$ cat src/design/eet_pkg.sv
package eet_pkg;

    localparam int OPERAND_WIDTH = 31;
    localparam int ROW_W         = 6;
    localparam int MAX_ROWS      = 48;
    localparam int DIV_CNT_W     = $clog2(OPERAND_WIDTH + 1);

    typedef struct packed {
        logic [OPERAND_WIDTH-1:0] value_a;
        logic [OPERAND_WIDTH-1:0] value_b;
    } operands_t;

    typedef struct packed {
        logic [OPERAND_WIDTH-1:0] remainder;
        logic [OPERAND_WIDTH-1:0] coeff_a;
        logic [OPERAND_WIDTH-1:0] coeff_b;
        logic                     negated;
        logic [ROW_W-1:0]         row_index;
        logic                     last_row;
        logic                     bad_input;
    } result_t;

    typedef enum logic [2:0] {
        ST_IDLE,
        ST_DIV_GO,
        ST_DIV_WAIT,
        ST_CHECK,
        ST_MUL_S,
        ST_MUL_T
    } state_t;

endpackage

$ cat src/design/eet_div.sv
module eet_div (
    input  logic                              clk,
    input  logic                              rst_n,
    input  logic                              go,
    input  logic [eet_pkg::OPERAND_WIDTH-1:0] dividend,
    input  logic [eet_pkg::OPERAND_WIDTH-1:0] divisor,
    output logic [eet_pkg::OPERAND_WIDTH-1:0] quotient,
    output logic [eet_pkg::OPERAND_WIDTH-1:0] remainder,
    output logic                              done
);

    localparam int W = eet_pkg::OPERAND_WIDTH;

    logic [W-1:0]                   rem_reg, rem_next;
    logic [W-1:0]                   quo_reg, quo_next;
    logic [eet_pkg::DIV_CNT_W-1:0]  cnt_reg, cnt_next;
    logic                           done_reg, done_next;
    logic [W:0]                     shifted;
    logic [W:0]                     diff;

    // one restoring step per cycle, quotient bits shift in from the bottom
    assign shifted = {rem_reg, quo_reg[W-1]};
    assign diff    = shifted - {1'b0, divisor};

    always_comb
    begin
        rem_next  = rem_reg;
        quo_next  = quo_reg;
        cnt_next  = cnt_reg;
        done_next = 1'b0;
        if (go)
        begin
            rem_next = '0;
            quo_next = dividend;
            cnt_next = eet_pkg::DIV_CNT_W'(W);
        end
        else if (cnt_reg != '0)
        begin
            if (!diff[W])
            begin
                rem_next = diff[W-1:0];
                quo_next = {quo_reg[W-2:0], 1'b1};
            end
            else
            begin
                rem_next = shifted[W-1:0];
                quo_next = {quo_reg[W-2:0], 1'b0};
            end
            cnt_next  = cnt_reg - 1'b1;
            done_next = (cnt_reg == eet_pkg::DIV_CNT_W'(1));
        end
    end

    always_ff @(posedge clk or negedge rst_n)
    begin
        if (!rst_n)
        begin
            cnt_reg  <= '0;
            done_reg <= 1'b0;
        end
        else
        begin
            cnt_reg  <= cnt_next;
            done_reg <= done_next;
        end
    end

    always_ff @(posedge clk)
    begin
        rem_reg <= rem_next;
        quo_reg <= quo_next;
    end

    assign quotient  = quo_reg;
    assign remainder = rem_reg;
    assign done      = done_reg;

endmodule

$ cat src/design/extended_euclid_table_top.sv
// Extended Euclid table: on a start beat with a and b the block emits one result beat per row of
// the remainder sequence (a, b, ..., gcd), up to MAX_ROWS rows, with cofactor magnitudes and sign;
// the gcd row carries last_row, and b of zero gives a single bad_input row. Beats come on
// result_valid for one cycle each and must be taken; busy drops in the cycle that the final row is
// on the result ports. Row 0 is registered and leaves in the cycle after start; every later row
// costs one pass of the shared restoring divider, one quotient bit per cycle, plus the DIV_GO,
// CHECK, MUL_S and MUL_T states of sequencing and cofactor multiply-add.
module extended_euclid_table_top (
    input  logic                clk,
    input  logic                rst_n,
    input  logic                start,
    input  eet_pkg::operands_t  operands,
    output logic                busy,
    output logic                result_valid,
    output eet_pkg::result_t    result
);

    localparam int W = eet_pkg::OPERAND_WIDTH;

    eet_pkg::state_t state_reg, state_next;

    logic [W-1:0] prev_rem_reg, cur_rem_reg;
    logic [W-1:0] prev_s_reg, cur_s_reg;
    logic [W-1:0] prev_t_reg, cur_t_reg;
    logic [W-1:0] s_new_reg;
    logic [eet_pkg::ROW_W-1:0] n_reg;
    logic [eet_pkg::ROW_W-1:0] cur_idx;

    logic           accept;
    logic           div_go;
    logic           div_done;
    logic [W-1:0]   div_q, div_r;
    logic [W-1:0]   mul_x, mul_add;
    logic [2*W-1:0] prod_full;
    logic [W-1:0]   mac;
    logic           rem_zero;
    logic           at_cap;

    eet_pkg::result_t res_reg, res_next;
    logic             res_valid_reg, res_valid_next;

    assign accept   = start && (state_reg == eet_pkg::ST_IDLE);
    assign rem_zero = (div_r == '0);
    assign at_cap   = (n_reg >= eet_pkg::ROW_W'(eet_pkg::MAX_ROWS));
    assign cur_idx  = n_reg - 1'b1;

    eet_div u_div (
        .clk       (clk),
        .rst_n     (rst_n),
        .go        (div_go),
        .dividend  (prev_rem_reg),
        .divisor   (cur_rem_reg),
        .quotient  (div_q),
        .remainder (div_r),
        .done      (div_done)
    );

    // shared multiply-add, cofactor a then cofactor b; product kept modulo the operand width
    assign mul_x     = (state_reg == eet_pkg::ST_MUL_S) ? cur_s_reg  : cur_t_reg;
    assign mul_add   = (state_reg == eet_pkg::ST_MUL_S) ? prev_s_reg : prev_t_reg;
    assign prod_full = {{W{1'b0}}, div_q} * {{W{1'b0}}, mul_x};
    assign mac       = prod_full[W-1:0] + mul_add;

    always_comb
    begin
        state_next = state_reg;
        unique case (state_reg)
            eet_pkg::ST_IDLE:
            begin
                if (start && (operands.value_b != '0))
                begin
                    state_next = eet_pkg::ST_DIV_GO;
                end
            end
            eet_pkg::ST_DIV_GO:   state_next = eet_pkg::ST_DIV_WAIT;
            eet_pkg::ST_DIV_WAIT:
            begin
                if (div_done)
                begin
                    state_next = eet_pkg::ST_CHECK;
                end
            end
            eet_pkg::ST_CHECK:
            begin
                if (rem_zero || at_cap)
                begin
                    state_next = eet_pkg::ST_IDLE;
                end
                else
                begin
                    state_next = eet_pkg::ST_MUL_S;
                end
            end
            eet_pkg::ST_MUL_S:    state_next = eet_pkg::ST_MUL_T;
            eet_pkg::ST_MUL_T:    state_next = eet_pkg::ST_DIV_GO;
            default:              state_next = eet_pkg::ST_IDLE;
        endcase
    end

    always_comb
    begin
        res_next       = res_reg;
        res_valid_next = 1'b0;
        div_go         = 1'b0;
        unique case (state_reg)
            eet_pkg::ST_IDLE:
            begin
                if (start)
                begin
                    res_valid_next = 1'b1;
                    res_next       = '0;
                    if (operands.value_b == '0)
                    begin
                        res_next.bad_input = 1'b1;
                    end
                    else
                    begin
                        res_next.remainder = operands.value_a;
                        res_next.coeff_a   = W'(1);
                    end
                end
            end
            eet_pkg::ST_DIV_GO:
            begin
                div_go = 1'b1;
            end
            eet_pkg::ST_CHECK:
            begin
                // the pending row goes out once we know whether it divides the one before
                res_valid_next     = 1'b1;
                res_next.remainder = cur_rem_reg;
                res_next.coeff_a   = cur_s_reg;
                res_next.coeff_b   = cur_t_reg;
                res_next.negated   = cur_idx[0];
                res_next.row_index = cur_idx;
                res_next.last_row  = rem_zero;
                res_next.bad_input = 1'b0;
            end
            default:
            begin
            end
        endcase
    end

    always_ff @(posedge clk or negedge rst_n)
    begin
        if (!rst_n)
        begin
            state_reg     <= eet_pkg::ST_IDLE;
            res_valid_reg <= 1'b0;
        end
        else
        begin
            state_reg     <= state_next;
            res_valid_reg <= res_valid_next;
        end
    end

    always_ff @(posedge clk)
    begin
        res_reg <= res_next;
        if (accept)
        begin
            prev_rem_reg <= operands.value_a;
            cur_rem_reg  <= operands.value_b;
            prev_s_reg   <= W'(1);
            cur_s_reg    <= '0;
            prev_t_reg   <= '0;
            cur_t_reg    <= W'(1);
            n_reg        <= eet_pkg::ROW_W'(2);
        end
        else if (state_reg == eet_pkg::ST_MUL_S)
        begin
            s_new_reg <= mac;
        end
        else if (state_reg == eet_pkg::ST_MUL_T)
        begin
            prev_rem_reg <= cur_rem_reg;
            cur_rem_reg  <= div_r;
            prev_s_reg   <= cur_s_reg;
            cur_s_reg    <= s_new_reg;
            prev_t_reg   <= cur_t_reg;
            cur_t_reg    <= mac;
            n_reg        <= n_reg + 1'b1;
        end
    end

    assign busy         = (state_reg != eet_pkg::ST_IDLE);
    assign result_valid = res_valid_reg;
    assign result       = res_reg;

    a_bad_single: assert property (@(posedge clk) disable iff (!rst_n)
        accept && (operands.value_b == '0) |=> result_valid && result.bad_input && !busy)
        else $error("zero divisor must give one error beat and stay idle");

    a_first_row: assert property (@(posedge clk) disable iff (!rst_n)
        accept && (operands.value_b != '0) |=> result_valid && busy
            && (result.row_index == '0) && !result.last_row)
        else $error("row 0 must leave one cycle after start and keep the block busy");

    a_last_ends: assert property (@(posedge clk) disable iff (!rst_n)
        result_valid && result.last_row |-> !busy)
        else $error("last row seen while the sequencer is still running");

    a_div_done: assert property (@(posedge clk) disable iff (!rst_n)
        div_done |-> (state_reg == eet_pkg::ST_DIV_WAIT))
        else $error("divider finished outside its wait state");

endmodule

$ cat config.mk
export PLATFORM = sky130hd
export DESIGN_NAME = extended_euclid_table_top
export DESIGN_NICKNAME = d
export VERILOG_FILES = /design/src/design/eet_pkg.sv /design/src/design/eet_div.sv /design/src/design/extended_euclid_table_top.sv
export SDC_FILE = /design/constraint.sdc
export NUM_CORES = 2
export LEC_CHECK = 0
export ABC_AREA = 0
export BUFFER_PORTS_ARGS = -buffer_cell sky130_fd_sc_hd__buf_4
export CAP_MARGIN = 15
export CELL_PAD_IN_SITES_DETAIL_PLACEMENT = 1
export CELL_PAD_IN_SITES_GLOBAL_PLACEMENT = 1
export CORE_AREA = 5 5 341 343
export CTS_BUF_LIST = sky130_fd_sc_hd__clkbuf_16
export CTS_CLUSTER_DIAMETER = 30
export DETAILED_ROUTE_END_ITERATION = 6
export DIE_AREA = 0 0 346 348
export PLACE_DENSITY = 0.64
export REMOVE_ABC_BUFFERS = 1
export SLEW_MARGIN = 20
export SYNTH_ARGS = -nofsm -noshare
export SYNTH_HDL_FRONTEND = slang
export SYNTH_HIERARCHICAL = 1
export SYNTH_SLANG_ARGS = --single-unit
$ cat constraint.sdc
create_clock -name clk -period 23.5 [get_ports clk]
set_input_delay 7.05 -clock clk [delete_from_list [all_inputs] [get_ports clk]]
set_output_delay 7.05 -clock clk [all_outputs]
set_load 0.005 [all_outputs]
==> reports/qor.yml <==
grt:
  antenna_found_initial: 4
  grt_pass1_wl_mm: 162.8
  grt_usage_pct: 17.36
  first_global_vias: 26999
  grt_max_degree: 85
  grt_overflow: 0
sta:
  slew_violations: 0
  period_minus_slack_ps: 9968
  setup_viol: 0
  slew_headroom_pct: 27.55
  setup_tns_ps: 0
  final_hold_viol_count: 0
  min_period_over_period_pct: 42.42
  tightestPinTransition_ps: 1057
  fin_skew_ps: 43.94
  max_freq_ghz: 0.1003
  rsz0062_at_grt: "false"
drt:
  ant_nets: 0
  dr.pass1.iters: 5
  routed-via-count: 24540
  drc: 0
  drt_iter0_drc: 1355
  top_layer: "met5"
  wl_met1_mm: 47.09
  routedWlPerCell_um: 20.25
  wl_met2_mm: 49.57
  finalWirelength_mm: 104.6
  dr_wl_met3_mm: 5.050
  via_per_inst: 4.751
critical_path:
  rrSetupSlack_ps: 13530
  worst_ep_required_time_ps: 24020
  critPathTopFamily: "adder cells"
  worst_path_max_delay_cell: "buf_4"
  cpMostUsedCell: "fa_1"
  cp-start-kind: "flop"
  path_class: "flop to flop"
  worst_setup_path_end_kind: "flop"
  crit_fanout: 49
  cp_data_arrival_time_ps: 10490
  path_buf_inv: 8
  cpPeakStageDelay_ps: 700
yosys:
  synth.most_common_cell: "nand2_1"
  yosys.area.top_type_share_pct: 24.36
  synthTopCellsByCount: "687 x nand2_1, 451 x inv_1, 409 x fa_1"
  yosys.area.top_type: "fa_1"
  synth_area_mm2: 0.03361
  async_reset_ff_share_pct: 2.525
  synth_edf_count: 225
  syn_avg_cell_area_um2: 9.656
  yosys_most_used_dff: "edfxtp_1"
  synth_warnings: 6
  syn_inst: 3481
  synth_area_leaders: "fa_1 24%, edfxtp_1 20%, dfxtp_1 9.6%, nand2_1 7.7%, and2_1 7.0%"
  ys_ff_latch: 396
  synth_cell_types: 71
  yosysSeqAreaShare_pct: 30.43
layout:
  syn_to_final_growth_pct: 16.22
  nNetsFinal: 4212
  nFillCells: 13052
  largest_reg_flops: 101
  final_layout_size_suffix_gt1_share_pct: 11.62
  regArea_mm2: 0.01023
  multi_input_area_mm2: 0.02088
clocking:
  path_clk_slew_ps: 50
  worstSkewPairLatency_ps: 640
  post_cts.repair.setup_buffers: 0
  hold_buffers: 0
  h-tree-depth: 3
  cts_buffers: 84
  cts.sinks: 396
  cts.path.max_buffers: 3
  post_cts_resized: 0
  cts_tree: "built"
  clockRootBuffer: "clkbuf_16"
status:
  status: "finished clean"
worst_hold_path:
  min_path_type: "flop to flop"
place:
  dp_hpwl_mm: 76.68
  gp_congestion: 0.8552
  port_buffers: 168
floorplanning:
  die_area_mm2: 0.1204
  boundaryPins: 169
  initial_utilization_pct: 29.68
  num_rows: 124
  fp.coreArea_mm2: 0.1133
  dieHeight_um: 348
  die_x_um: 346
job:
  timing.max_cap.violations: 0
## through the flow
step / hold WS (ps) / std cells / util (%) / instance area [um^2] / worst slack [ps]
floorplan: 408.1 / 3290 / - / 32760 / 9759
global placement: 411.6 / 5005 / 31.97 / 36210 / 13680
detailed placement: 420.3 / 5005 / 31.97 / 36210 / 13510
CTS: 434.2 / 5162 / 34.48 / 39060 / 13540
global route: 453.1 / 5162 / 34.48 / 39060 / 13030
finish: 426.8 / 5165 / 34.49 / 39060 / 13530
## tightest hold or removal path, stage by stage (launching register included)
cell and delay [ps]:
edfxtp_1 310, nand2_1 40, nand2_1 40
## logic make-up after synthesis
kind of cell	count (synthesis)	share of synthesized area, %
AOI/OAI and AO/OA	268	5.185
xor gates and xnor gates	122	3.343
adders and majority gates	568	30.28
buffers and inverters	642	7.571
DFF	396	30.43
muxes	118	3.789
and+or+nand+nor	1367	19.40
## routing by layer
layer	up-vias	track usage (%)
li1	11261	-
met5	-	0
met2	542	29.13
met4	2	4.878
met3	131	2.780
met1	12604	23.36
## cell usage in the layout (no fill, tap or decap), types with 26 or more instances in the layout
cell type and instances:
nand2_1 684, inv_1 456, fa_1 409, and2_1 375
edfxtp_1 225, buf_4 203, dfxtp_1 161, ha_1 159
nand3_1 125, xnor2_1 91, clkbuf_16 84, nor2_1 71
o21ai_0 68, a21oi_1 64, mux2_2 58, mux2i_1 56
a211oi_1 36, xor2_1 27, nor2b_1 26
## area by class of cell
| class | count | area share, % |
|---|---|---|
| Tap cell | 1512 | 4.843 |
| Inverter | 451 | 4.334 |
| Antenna cell | 3 | 0.01922 |
| Clock inverter | 73 | 1.896 |
| Timing Repair Buffer | 203 | 3.901 |
| Clock buffer | 84 | 5.381 |
| Sequential cell | 396 | 26.19 |
| Multi-Input combinational cell | 2443 | 53.44 |
## path summary, 6_finish.rpt
kind                          startpoint  cells past startpoint          endpoint
min reg2reg                s_new_reg[13]                      2     cur_s_reg[13]
min in group asynchronous          rst_n                      1  u_div/cnt_reg[2]
max                         state_reg[0]                     29     cur_t_reg[30]
max in group asynchronous          rst_n                      1      state_reg[0]
min                        s_new_reg[13]                      2     cur_s_reg[13]
max reg2reg                 state_reg[0]                     29     cur_t_reg[30]
Power is not shown: default switching activity piles up to over one toggle a cycle in this logic, so the estimate is an artifact.
